==> src/sv/emd_pkg.sv <==
package emd_pkg;

   localparam int MAX_MARKER_DEFAULT = 4;

   localparam int CFG_LEN_W  = 3;
   localparam int CFG_DATA_W = 32;
   localparam int BYTE_W     = 8;

   localparam logic [CFG_LEN_W-1:0]  MARKER_LENGTH_RESET = 3'd1;
   localparam logic [CFG_DATA_W-1:0] MARKER_BYTES_RESET  = 32'd10;

   localparam logic [BYTE_W-1:0] ZERO_BYTE = 8'h00;

   typedef enum logic [0:0] {
      CSR_MARKER_LENGTH = 1'b0,
      CSR_MARKER_BYTES  = 1'b1
   } csr_index_type;

endpackage

==> src/sv/end_marker_message_deframer_top.sv <==
// An accepted byte is held in the result list, then moved to the rsp_* output register.
// Throughput, while rsp_stall is low: one byte per cycle if each byte yields at most one
// result; a byte that releases held marker bytes yields up to MAX_MARKER results, one per
// cycle, and req_stall is high until the last of them has moved to the output register.
// Reset clears the match count, the pending zero skip and both result stages, and sets the
// marker to a single LF byte.
module end_marker_message_deframer_top #(
   parameter int MAX_MARKER = emd_pkg::MAX_MARKER_DEFAULT
) (
   input  logic                            clock,
   input  logic                            reset,

   input  logic                            req_valid,
   output logic                            req_stall,
   input  logic [emd_pkg::BYTE_W-1:0]      req_in_byte,
   input  logic                            req_chunk_last,

   output logic                            rsp_valid,
   input  logic                            rsp_stall,
   output logic [emd_pkg::BYTE_W-1:0]      rsp_out_byte,
   output logic                            rsp_is_end,

   input  logic                            csr_valid,
   output logic                            csr_ready,
   input  logic [0:0]                      csr_index,
   input  logic [emd_pkg::CFG_DATA_W-1:0]  csr_data
);

   localparam int CNT_W = (MAX_MARKER > 1) ? $clog2(MAX_MARKER) : 1;
   localparam int LEN_W = $clog2(MAX_MARKER + 1);
   localparam int EXT_W = emd_pkg::BYTE_W * MAX_MARKER + emd_pkg::CFG_DATA_W;

   logic [emd_pkg::CFG_LEN_W-1:0]  marker_length_ff;
   logic [emd_pkg::CFG_DATA_W-1:0] marker_bytes_ff;
   logic [CNT_W-1:0]               match_count_ff, match_count_in;
   logic                           skip_pend_ff, skip_pend_in;

   logic                           list_vld_ff, list_vld_in;
   logic [CNT_W-1:0]               list_nheld_ff, list_nheld_in;
   logic                           list_tail_ff, list_tail_in;
   logic [emd_pkg::BYTE_W-1:0]     list_tail_byte_ff, list_tail_byte_in;
   logic                           list_tail_end_ff, list_tail_end_in;
   logic [CNT_W-1:0]               list_idx_ff, list_idx_in;

   logic                           rsp_valid_ff, rsp_valid_in;
   logic [emd_pkg::BYTE_W-1:0]     rsp_byte_ff, rsp_byte_in;
   logic                           rsp_end_ff, rsp_end_in;

   logic [EXT_W-1:0]               marker_ext;
   logic [LEN_W-1:0]               eff_len;
   logic                           req_take;
   logic                           drop, flush, hit, done;
   logic [CNT_W-1:0]               cmp_idx;
   logic [LEN_W-1:0]               hit_cnt;
   logic                           out_free, load, entry_last, list_done;
   logic [emd_pkg::BYTE_W-1:0]     entry_byte;
   logic                           entry_end;

   assign csr_ready = 1'b1;

   always_ff @(posedge clock) begin
      if (reset) begin
         marker_length_ff <= emd_pkg::MARKER_LENGTH_RESET;
         marker_bytes_ff  <= emd_pkg::MARKER_BYTES_RESET;
      end else if (csr_valid) begin
         unique case (emd_pkg::csr_index_type'(csr_index))
            emd_pkg::CSR_MARKER_LENGTH: marker_length_ff <= csr_data[emd_pkg::CFG_LEN_W-1:0];
            emd_pkg::CSR_MARKER_BYTES:  marker_bytes_ff  <= csr_data;
         endcase
      end
   end

   // Marker bytes past the fourth read as zero.
   assign marker_ext = {{(emd_pkg::BYTE_W * MAX_MARKER){1'b0}}, marker_bytes_ff};

   always_comb begin
      if (marker_length_ff == '0) begin
         eff_len = LEN_W'(1);
      end else if (int'(marker_length_ff) > MAX_MARKER) begin
         eff_len = LEN_W'(MAX_MARKER);
      end else begin
         eff_len = LEN_W'(marker_length_ff);
      end
   end

   assign req_take = req_valid && !req_stall;

   // Per-byte step: the result list is a count of released marker bytes plus an optional
   // final entry, which is either the current byte or an end-of-message.
   always_comb begin
      drop    = skip_pend_ff && (req_in_byte == emd_pkg::ZERO_BYTE);
      flush   = LEN_W'(match_count_ff) >= eff_len;
      cmp_idx = flush ? '0 : match_count_ff;
      hit     = req_in_byte == marker_ext[emd_pkg::BYTE_W * cmp_idx +: emd_pkg::BYTE_W];
      hit_cnt = LEN_W'(cmp_idx) + LEN_W'(1);
      done    = hit && (hit_cnt == eff_len);

      list_nheld_in     = (drop || (!flush && hit)) ? '0 : match_count_ff;
      list_tail_in      = !drop && (!hit || done);
      list_tail_byte_in = done ? emd_pkg::ZERO_BYTE : req_in_byte;
      list_tail_end_in  = done;

      if (drop) begin
         match_count_in = match_count_ff;
      end else if (hit && !done) begin
         match_count_in = CNT_W'(hit_cnt);
      end else begin
         match_count_in = '0;
      end
      skip_pend_in = !drop && done && !req_chunk_last;
   end

   // Draining of the result list into the output register.
   always_comb begin
      out_free   = !rsp_valid_ff || !rsp_stall;
      load       = list_vld_ff && out_free;
      entry_last = list_tail_ff ? (list_idx_ff == list_nheld_ff)
                                : (list_idx_ff == list_nheld_ff - CNT_W'(1));
      list_done  = load && entry_last;
      if (list_idx_ff < list_nheld_ff) begin
         entry_byte = marker_ext[emd_pkg::BYTE_W * list_idx_ff +: emd_pkg::BYTE_W];
         entry_end  = 1'b0;
      end else begin
         entry_byte = list_tail_byte_ff;
         entry_end  = list_tail_end_ff;
      end

      req_stall = list_vld_ff && !list_done;

      if (req_take) begin
         list_vld_in = (list_nheld_in != '0) || list_tail_in;
         list_idx_in = '0;
      end else if (list_done) begin
         list_vld_in = 1'b0;
         list_idx_in = list_idx_ff;
      end else if (load) begin
         list_vld_in = 1'b1;
         list_idx_in = list_idx_ff + CNT_W'(1);
      end else begin
         list_vld_in = list_vld_ff;
         list_idx_in = list_idx_ff;
      end

      if (out_free) begin
         rsp_valid_in = load;
         rsp_byte_in  = entry_byte;
         rsp_end_in   = entry_end;
      end else begin
         rsp_valid_in = rsp_valid_ff;
         rsp_byte_in  = rsp_byte_ff;
         rsp_end_in   = rsp_end_ff;
      end
   end

   always_ff @(posedge clock) begin
      if (reset) begin
         match_count_ff <= '0;
         skip_pend_ff   <= 1'b0;
         list_vld_ff    <= 1'b0;
         list_idx_ff    <= '0;
         rsp_valid_ff   <= 1'b0;
      end else begin
         if (req_take) begin
            match_count_ff <= match_count_in;
            skip_pend_ff   <= skip_pend_in;
         end
         list_vld_ff  <= list_vld_in;
         list_idx_ff  <= list_idx_in;
         rsp_valid_ff <= rsp_valid_in;
      end
   end

   always_ff @(posedge clock) begin
      if (req_take) begin
         list_nheld_ff     <= list_nheld_in;
         list_tail_ff      <= list_tail_in;
         list_tail_byte_ff <= list_tail_byte_in;
         list_tail_end_ff  <= list_tail_end_in;
      end
      rsp_byte_ff <= rsp_byte_in;
      rsp_end_ff  <= rsp_end_in;
   end

   assign rsp_valid    = rsp_valid_ff;
   assign rsp_out_byte = rsp_byte_ff;
   assign rsp_is_end   = rsp_end_ff;

endmodule

==> config.mk <==
export PLATFORM = sky130hd
export DESIGN_NAME = end_marker_message_deframer_top
export DESIGN_NICKNAME = d
export VERILOG_FILES = /design/src/sv/emd_pkg.sv /design/src/sv/end_marker_message_deframer_top.sv
export SDC_FILE = /design/constraint.sdc
export NUM_CORES = 1
export LEC_CHECK = 0
export BUFFER_PORTS_ARGS = -buffer_cell sky130_fd_sc_hd__buf_2
export CAP_MARGIN = 20
export CORE_AREA = 2 2 94 96
export DETAILED_ROUTE_END_ITERATION = 8
export DIE_AREA = 0 0 96 98
export PLACE_DENSITY_LB_ADDON = 0.25
export SKIP_LAST_GASP = 1
export SLEW_MARGIN = 25
export SYNTH_ARGS = -nofsm -noshare
export SYNTH_HDL_FRONTEND = slang
export SYNTH_SLANG_ARGS = --single-unit
==> constraint.sdc <==
create_clock -name clock -period 4.72 [get_ports clock]
set_input_delay 0.708 -clock clock [delete_from_list [all_inputs] [get_ports clock]]
set_output_delay 0.708 -clock clock [all_outputs]
set_load 0.005 [all_outputs]
# Yosys cells after proc, flatten, opt, wreduce, memory -nomap -nowiden
# Index checks and enable logic that the tools add are counted.
[op_classes]
n_addsub = 3
n_lt_le_gt_ge = 3
eq_ne = 4
n_shift = 2
muxes = 10
bitwise = 3
n_reduce_logical = 33
[op_table]
columns = ["operator", "n"]
rows = [
  ["$shiftx A64 B6 Y8", 2],
  ["$logic_and A1 B1 Y1", 11],
  ["$logic_not A1 Y1", 9],
  ["$eq A8 B8 Y1", 1],
  ["$logic_not A8 Y1", 1],
  ["$mux W8", 1],
  ["$reduce_and A2 Y1", 4],
  ["$mux W2", 3],
  ["$mux W3", 2],
  ["$eq A2 B2 Y1", 2],
  ["$logic_or A1 B1 Y1", 4],
  ["$mux W1", 4],
  ["$add A2 B1 Y3 const B", 1],
  ["$eq A3 B3 Y1", 1],
  ["$ge A2 B3 Y1", 1],
  ["$gt A3 B3 Y1 const B", 1],
  ["$logic_not A3 Y1", 1],
  ["$not A1 Y1", 3],
  ["$reduce_bool A3 Y1", 1],
  ["$add A2 B1 Y2 const B", 1],
  ["$lt A2 B2 Y1", 1],
  ["$reduce_bool A2 Y1", 1],
  ["$reduce_or A2 Y1", 1],
  ["$sub A2 B1 Y2 const B", 1],
]
[totals]
reg_bits = 63
input_bits = 47
word_cells = 71

# Logic depth before layout (Yosys ltp)
# Gate-level depths: netlist (run 1).
[depth]
ltp_word = 13
mapped_depth = 15
mapped_depth_nobuf = 13

# Worst setup path after synthesis (run 1)
# No wires, ideal clock.
[synth_timing]
kind = "reg2reg"
from = "register match_count_ff[0]"
to = "register list_tail_ff (data pin)"
arrival_time_ps = 3142
required_time_ps = 4465
slack_ps = 1323
path_stages_with_launch = 15
n_path_buf = 3
period_less_slack_ps = 3397
cell_sequence = "dfxtp_1 buf_2 clkbuf_1 inv_1 ha_1 nand2b_1 clkbuf_1 a21o_4 nor2_1 ha_1 nand3_1 o21ai_0 o311a_1 nand4b_2 and2_1"
[synth_via]
elab_chain_len = 7
word_cells_on_any_way = 10
cone_classes = "add/sub: 1; order compare: 1; eq/ne: 2; shift: 1; mux: 1; reduce/logical: 4"
[synth_lines]
columns = ["item", "line", "rtl"]
rows = [
  ["from (decl)", "end_marker_message_deframer_top.sv:35", "logic [CNT_W-1:0] match_count_ff, match_count_in;"],
  ["from (signal assigned)", "end_marker_message_deframer_top.sv:164", "match_count_ff <= match_count_in;"],
  ["$ge A2 B3 Y1", "end_marker_message_deframer_top.sv:92", "flush = LEN_W'(match_count_ff) >= eff_len;"],
  ["$mux W2 (*)", "end_marker_message_deframer_top.sv:93", "cmp_idx = flush ? '0 : match_count_ff;"],
  ["$shiftx A64 B6 Y8 / $add A2 B1 Y3 (equally long branches)", "end_marker_message_deframer_top.sv:94, end_marker_message_deframer_top.sv:95", ""],
  ["$eq A8 B8 Y1 / $eq A3 B3 Y1 (equally long branches)", "end_marker_message_deframer_top.sv:94, end_marker_message_deframer_top.sv:96", ""],
  ["$logic_not A1 Y1 / $logic_and A1 B1 Y1 (equally long branches)", "end_marker_message_deframer_top.sv:99, end_marker_message_deframer_top.sv:96", ""],
  ["$logic_or A1 B1 Y1 (*)", "end_marker_message_deframer_top.sv:99", "list_tail_in = !drop && (!hit || done);"],
  ["$logic_and A1 B1 Y1 (*)", "end_marker_message_deframer_top.sv:99", ""],
  ["named net list_tail_in", "end_marker_message_deframer_top.sv:40", "logic list_tail_ff, list_tail_in;"],
  ["to (signal assigned)", "end_marker_message_deframer_top.sv:176", "list_tail_ff <= list_tail_in;"],
  ["to (decl)", "end_marker_message_deframer_top.sv:40", ""],
]
# Mark *: on every way through the listed nets, which the timed path passes. The rest lies on a longest branch.
# A chain may end at the register's enable or synchronous reset.

# Worst setup path in the final report (run 1)
[layout_timing]
from = "register match_count_ff[0]"
to = "register list_tail_byte_ff[6] in the netlist's numbering (data pin)"
[layout_via]
elab_chain_len = 5
word_cells_on_any_way = 7
cone_classes = "add/sub: 1; order compare: 1; eq/ne: 2; shift: 1; mux: 1; reduce/logical: 1"
[layout_lines]
columns = ["item", "line", "rtl"]
rows = [
  ["$ge A2 B3 Y1", "end_marker_message_deframer_top.sv:92", ""],
  ["$mux W2 (*)", "end_marker_message_deframer_top.sv:93", ""],
  ["$shiftx A64 B6 Y8 / $add A2 B1 Y3 (equally long branches)", "end_marker_message_deframer_top.sv:94, end_marker_message_deframer_top.sv:95", ""],
  ["$eq A8 B8 Y1 / $eq A3 B3 Y1 (equally long branches)", "end_marker_message_deframer_top.sv:94, end_marker_message_deframer_top.sv:96", ""],
  ["$logic_and A1 B1 Y1 (*)", "end_marker_message_deframer_top.sv:96", "done = hit && (hit_cnt == eff_len);"],
  ["to (signal assigned)", "end_marker_message_deframer_top.sv:177", "list_tail_byte_ff <= list_tail_byte_in;"],
  ["to (decl)", "end_marker_message_deframer_top.sv:41", "logic [emd_pkg::BYTE_W-1:0] list_tail_byte_ff, list_tail_byte_in;"],
]
# Every way passes the cells marked *; elsewhere a longest branch is shown, timed or not.

==> impl_metrics.env, run 1 <==
export IMPL_timing_critical_path_fanout_max=19
export IMPL_synthesis_instances=344
export IMPL_cts_hold_buf=0
export IMPL_via_count_of_the_first_global_routing_pass=2503
export IMPL_nNetsFinal=444
export IMPL_design_core_area_um2=8470
export IMPL_place_ws_ns=0.927
export IMPL_drv_cap=0
export IMPL_num_rows=34
export IMPL_cts_max_path_buffers=2
export IMPL_grt_ovfl_total=0
export IMPL_vias_per_cell=5.14
export IMPL_tritoncts_num_buffers=9
export IMPL_detailed_place_hpwl_mm=5.83
export IMPL_fin_tns_setup_ns=0
export IMPL_drt_total_wl_mm=7.73
export IMPL_h_tree_depth=3
export IMPL_synth_net_count=396
export IMPL_number_of_antenna_violations_at_the_first_check_in_global_routing=0
export IMPL_synth_enable_flop_cells=21
export IMPL_r2r_end="list_tail_byte_ff[6]"
export IMPL_tritoncts_clock_tree="yes"
export IMPL_die_height_um=98
export IMPL_gp_congestion=0.917
export IMPL_final_min_clock_period_ns=3.78
export IMPL_remaining_drc_errors=0
export IMPL_routedWlPerCell_um=15.3
export IMPL_postSynth_asyncResetShare_pct=0
export IMPL_synthFlopType="dfxtp_1"
export IMPL_status="completed"
export IMPL_floorplan_initialDensity_pct=39.0
export IMPL_power_density_nw_per_um2=332
export IMPL_worst_skew_pair_late_latency_ns=0.34
export IMPL_clock_sinks=63
export IMPL_worst_tran_pin_value_ns=0.811
export IMPL_timing_critical_path_to="list_tail_byte_ff[6]"
export IMPL_yosysTopAreaCell="dfxtp_1"
export IMPL_drt_iter0_markers=110
export IMPL_syn_to_final_growth_pct=16.7
export IMPL_syn_avg_cell_area_um2=9.61
export IMPL_cts_reportedPaths_clkPinSlew_ns=0.07
export IMPL_r2r_start="match_count_ff[0]"
export IMPL_synthesis_yosys_warnings=0
export IMPL_dieWidth_um=96
export IMPL_post_synth_num_cell_types=51
export IMPL_critical_path_startpoint="match_count_ff[0]"
export IMPL_final_period_utilization_pct=80.1
export IMPL_max_slew_margin_pct=45.9
export IMPL_clockRootBuffer="clkbuf_8"
export IMPL_layout_cells_most_common="nand2_1"
export IMPL_grt_max_degree=42
export IMPL_num_io_pins=59
export IMPL_final_hold_viol_count=0
export IMPL_clock_fmax_ghz=0.264
export IMPL_finalMaxSlewViolations=0
export IMPL_setup_viol=0
export IMPL_min_path_type="register to register"
export IMPL_worst_ep_required_time_ns=4.82
export IMPL_total_leakage_power_nw=1.46
export IMPL_end_kind="register"
export IMPL_post_layout_nonfiller_instances=505
export IMPL_finalWorstSetupSlack_ns=0.937
export IMPL_synthDominantCellAreaShare_pct=25.4
export IMPL_synth_area_leaders="dfxtp_1 25%, edfxtp_1 19%, nand2_1 8.1%"
export IMPL_n_antenna_cell=0
export IMPL_antenna_left=0
export IMPL_finClkSkew_ns=0.00605
export IMPL_post_cts_resized_instances=0
export IMPL_ys_seq_area_share_pct=44.5
export IMPL_critPathLaunchType="register"
export IMPL_power_ir_vdd_worst_mv=0.207
export IMPL_placed_area_um2=3630
export IMPL_placed_cells=489
export IMPL_synth_seq_cells=63
export IMPL_first_pass_grt_wire_length_mm=12.5
export IMPL_setup_repair_after_global_routing_missed_its_margin="false"
export IMPL_worst_ep_arrival_time_ns=3.88
export IMPL_place_port_buffers=57
export IMPL_firstDrtPassIters=4
export IMPL_worstRegToRegCells=12
export IMPL_post_route_cells_drive_above_1_share_pct=25.9
export IMPL_post_synthesis_cell_area_um2=3300
export IMPL_die_area_um2=9410
export IMPL_setup_reg_to_reg_worst_slack_ns=0.94
export IMPL_post_cts_setup_buffer_count=0
export IMPL_mostFrequentLayoutCells="70 x nand2_1, 57 x buf_2, 42 x dfxtp_1"
export IMPL_track_usage_pct=17.4
export IMPL_stdcell_area_um2=3850
export IMPL_critical_path_class="register to register"
export IMPL_num_vias=2596
[report_power, final]
part | switching (W) | internal [W] | total (W)
logic | 0.0000827 | 0.0000728 | 0.000155
clock network | 0.000205 | 0.000305 | 0.000510
registers | 0.0000212 | 0.000595 | 0.000616
total | 0.000309 | 0.000972 | 0.00128
[cells by family (layout without fill, tap and decap cells)]
group,Yosys count,in the layout,share of synthesized area [%]
other,1,1,0.113
DFF,63,63,44.5
AOI/OAI and AO/OA,68,68,14.0
xor gates and xnor gates,14,14,4.13
muxes,26,26,11.6
buffers and inverters,32,85,4.28
and+or+nand+nor,135,135,19.4
adders and majority gates,5,5,1.89
[flip-flops by register name, indices dropped and copies added, names as in the netlist]
name	cells
list_tail_ff	1
list_nheld_ff	2
list_tail_byte_ff	8
rsp_is_end	1
marker_bytes_ff	32
match_count_ff	2
skip_pend_ff	1
list_vld_ff	1
list_idx_ff	2
marker_length_ff	3
rsp_out_byte	8
list_tail_end_ff	1
rsp_valid	1
[per-stage QoR]
stage | util (%) | hold WS [ns] | total power, W
after floorplan | - | 0.443 | 0.000726
after global placement | 42.9 | 0.456 | 0.000781
after detailed placement | 42.9 | 0.464 | 0.000785
after CTS | 45.5 | 0.476 | 0.00129
after global routing | 45.5 | 0.488 | 0.00134
final | 45.5 | 0.472 | 0.00128
[cells in the mapped netlist, drive strengths merged, types with 3 or more instances]
| cell | number |
|---|---|
| a2111oi | 6 |
| a211oi | 3 |
| a21oi | 36 |
| a31oi | 3 |
| and2 | 14 |
| and3 | 3 |
| buf | 8 |
| clkbuf | 13 |
| dfxtp | 42 |
| edfxtp | 21 |
| ha | 5 |
| inv | 11 |
| mux2 | 9 |
| mux2i | 8 |
| mux4 | 9 |
| nand2 | 71 |
| nand3 | 9 |
| nand3b | 5 |
| nand4 | 5 |
| nor2 | 15 |
| nor2b | 6 |
| o21ai | 6 |
| xnor2 | 9 |
| xor2 | 4 |
[final cells by class]
type	count	area [um2]
Clock buffer	14	184
Clock inverter	2	35.0
Timing Repair Buffer	58	293
Sequential cell	63	1470
Inverter	11	41.3
Multi-Input combinational cell	249	1700
Tap cell	108	135
Fill cell	862	4610
[layer usage]
layer / track usage, % / up-vias / share of wire (%)
met1: 25.3 / 1192 / 49
met4: 6.37 / 0 / 1.4
li1: - / 1316 / -
met3: 3.78 / 13 / 4.8
met2: 25.4 / 75 / 45
met5: 0 / - / 0
[how the worst min path moves through the flow]
stage | start | endpoint | slack, ns | cells after the start
after global routing | marker_bytes_ff[20] | marker_bytes_ff[20] | 0.49 | 2
after global placement | marker_bytes_ff[21] | marker_bytes_ff[21] | 0.46 | 2
final | marker_bytes_ff[10] | marker_bytes_ff[10] | 0.47 | 2
after floorplan | marker_bytes_ff[28] | marker_bytes_ff[28] | 0.44 | 2
after detailed placement | marker_bytes_ff[27] | marker_bytes_ff[27] | 0.46 | 2
after CTS | marker_bytes_ff[20] | marker_bytes_ff[20] | 0.48 | 2
[worst max-delay path, stage by stage, from the launching register on]
cell and delay [ns]:
dfxtp_1 0.84, inv_1 0.20, ha_1 0.33, nand2b_1 0.26, a21o_4 0.29, nor2_1 0.26
ha_1 0.32, inv_1 0.10, nand4_1 0.09, o21ai_0 0.13, o311a_1 0.26, nand4_2 0.22
and2_1 0.25
(Power assumes the default switching activity.)
==> run 2: changes to the inputs <==
Clock period 4.72 ns to 3.9 ns, I/O delays scaled along.
==> run 2 against run 1 <==
Effect of this change: setup slack got worse by 0.30 ns; utilization increased by 0.15 points; fmax increased by 16%; via count increased by 1.8%; die area unchanged; final cell count increased by 0.40%; power increased by 19%; final area increased by 0.32%; non-clock buffer count increased by 2; routed wire length decreased by 3.1%; global-route usage decreased by 0.52 points.
==> impl_metrics.env, run 2 (same netlist as run 1, synthesis figures left out) <==
export IMPL_drt_iter0_markers=112
export IMPL_grt_ovfl_total=0
export IMPL_antenna_left=0
export IMPL_worst_skew_pair_late_latency_ns=0.34
export IMPL_firstDrtPassIters=6
export IMPL_nNetsFinal=446
export IMPL_final_hold_viol_count=0
export IMPL_power_density_nw_per_um2=396
export IMPL_timing_hold_worst_path_depth=3
export IMPL_clock_sinks=63
export IMPL_dieWidth_um=96
export IMPL_finClkSkew_ns=0.00713
export IMPL_h_tree_depth=3
export IMPL_clock_fmax_ghz=0.306
export IMPL_clockRootBuffer="clkbuf_8"
export IMPL_r2r_start="marker_length_ff[1]"
export IMPL_setup_repair_after_global_routing_missed_its_margin="false"
export IMPL_fin_tns_setup_ns=0
export IMPL_mostFrequentLayoutCells="70 x nand2_1, 57 x buf_2, 42 x dfxtp_1"
export IMPL_cts_hold_buf=0
export IMPL_worst_ep_arrival_time_ns=3.36
export IMPL_number_of_antenna_violations_at_the_first_check_in_global_routing=0
export IMPL_seq_power_share_pct=48.4
export IMPL_worst_tran_pin_value_ns=0.774
export IMPL_num_io_pins=59
export IMPL_num_vias=2643
export IMPL_critical_path_slowest_cell="a2111oi_0"
export IMPL_design_core_area_um2=8470
export IMPL_post_layout_nonfiller_instances=507
export IMPL_num_rows=34
export IMPL_post_route_cells_drive_above_1_share_pct=26.8
export IMPL_vias_per_cell=5.21
export IMPL_drt_total_wl_mm=7.49
export IMPL_layout_cells_most_common="nand2_1"
export IMPL_sw_share_pct=24.4
export IMPL_gp_congestion=0.859
export IMPL_detailed_place_hpwl_mm=5.67
export IMPL_first_pass_grt_wire_length_mm=12.3
export IMPL_status="completed"
export IMPL_critPathLaunchType="register"
export IMPL_worst_ep_required_time_ns=4.00
export IMPL_largest_register_ffs=32
export IMPL_power_internal_w=0.00116
export IMPL_critical_path_class="register to register"
export IMPL_nFillCells=823
export IMPL_worstRegToRegCells=10
export IMPL_cts_reportedPaths_clkPinSlew_ns=0.07
export IMPL_setup_viol=0
export IMPL_critPathBufInv=0
export IMPL_hold_end="marker_bytes_ff[3]"
export IMPL_finalMaxSlewViolations=0
export IMPL_timing_critical_path_fanout_max=9
export IMPL_cts_max_path_buffers=2
export IMPL_place_port_buffers=57
export IMPL_syn_to_final_growth_pct=17.0
export IMPL_floorplan_initialDensity_pct=39.0
export IMPL_hold_path_startpoint="csr_data[3]"
export IMPL_placed_cells=491
export IMPL_remaining_drc_errors=0
export IMPL_final_min_clock_period_ns=3.27
export IMPL_final_period_utilization_pct=83.7
export IMPL_setup_reg_to_reg_worst_slack_ns=0.63
export IMPL_netSwitchingPower_w=0.000374
export IMPL_end_kind="register"
export IMPL_post_cts_setup_buffer_count=0
export IMPL_power_ir_vdd_worst_mv=0.157
export IMPL_max_slew_margin_pct=48.4
export IMPL_critical_path_max_stage_delay_ns=0.61
export IMPL_via_count_of_the_first_global_routing_pass=2492
export IMPL_die_height_um=98
export IMPL_pwr_share_comb_pct=12.4
export IMPL_n_antenna_cell=0
export IMPL_grt_max_degree=42
export IMPL_top_register_by_number_of_flip_flops="marker_bytes_ff"
export IMPL_routedWlPerCell_um=14.8
export IMPL_track_usage_pct=16.9
export IMPL_total_leakage_power_nw=1.47
export IMPL_pwr_share_clk_pct=39.1
export IMPL_min_path_type="input port to register"
export IMPL_tritoncts_num_buffers=9
export IMPL_delay_heaviest_family_cp="compound AO/OA/AOI/OAI gates"
export IMPL_tritoncts_clock_tree="yes"
export IMPL_drv_cap=0
export IMPL_post_cts_resized_instances=0
export IMPL_r2r_end="list_tail_byte_ff[7]"
export IMPL_timing_critical_path_cells="nor2b_1 -> nor2_1 -> ha_1 -> nand2b_1 -> a2111oi_0 -> a2111oi_2 -> xnor2_1 -> a2111oi_4 -> nand4_2 -> and2_1"
export IMPL_die_area_um2=9410
run 2: through the flow:
step	hold slack, ns	util (%)	power (W)	setup slack [ns]	area, um2
final	0.468	45.7	0.00153	0.634	3870
after global routing	0.481	45.7	0.00160	0.316	3870
after CTS	0.456	45.6	0.00155	0.635	3860
after detailed placement	0.459	43.1	0.000948	0.651	3650
after global placement	0.457	43.1	0.000943	0.708	3650
after floorplan	0.443	-	0.000879	0.503	3300
run 2: tightest hold or removal path: stages:
cell and delay (ns):
buf_2 0.07, nand2_1 0.04, nand3b_1 0.07
run 2: per-layer routing:
metal	part of all wire, %	global-route usage, %
met5	0	0
met3	5.3	3.16
met1	50	24.9
met4	1.6	7.03
met2	43	24.1
run 2: how the worst max path moves through the flow:
stage / from / to / slack (ns) / depth (start not counted)
after CTS: marker_length_ff[1] / list_tail_byte_ff[7] / 0.64 / 10
final: marker_length_ff[1] / list_tail_byte_ff[7] / 0.63 / 10
after global placement: marker_length_ff[1] / list_tail_ff / 0.71 / 12
after floorplan: match_count_ff[0] / list_tail_ff / 0.50 / 14
after global routing: marker_length_ff[1] / list_tail_byte_ff[7] / 0.32 / 10
after detailed placement: marker_length_ff[1] / list_tail_byte_ff[7] / 0.65 / 10
run 2: final cells by class:
| type | instances | area [um2] | share of cell area [%] |
|---|---|---|---|
| clock buffer | 11 | 163 | 4.21 |
| clock inverter | 5 | 53.8 | 1.39 |
| inverter | 11 | 41.3 | 1.07 |
| multi-input combinational | 249 | 1700 | 43.8 |
| sequential | 63 | 1470 | 38.0 |
| tap | 108 | 135 | 3.49 |
| timing repair buffer | 60 | 308 | 7.96 |
run 2: power by group through the flow:
stage / Clock (W) / Combinational, W / Sequential (W)
after CTS: 0.000612 / 0.000192 / 0.000742
after global placement: 0 / 0.000189 / 0.000754
after global routing: 0.000638 / 0.000215 / 0.000746
after detailed placement: 0 / 0.000191 / 0.000757
final: 0.000599 / 0.000190 / 0.000742
after floorplan: 0 / 0.000128 / 0.000751
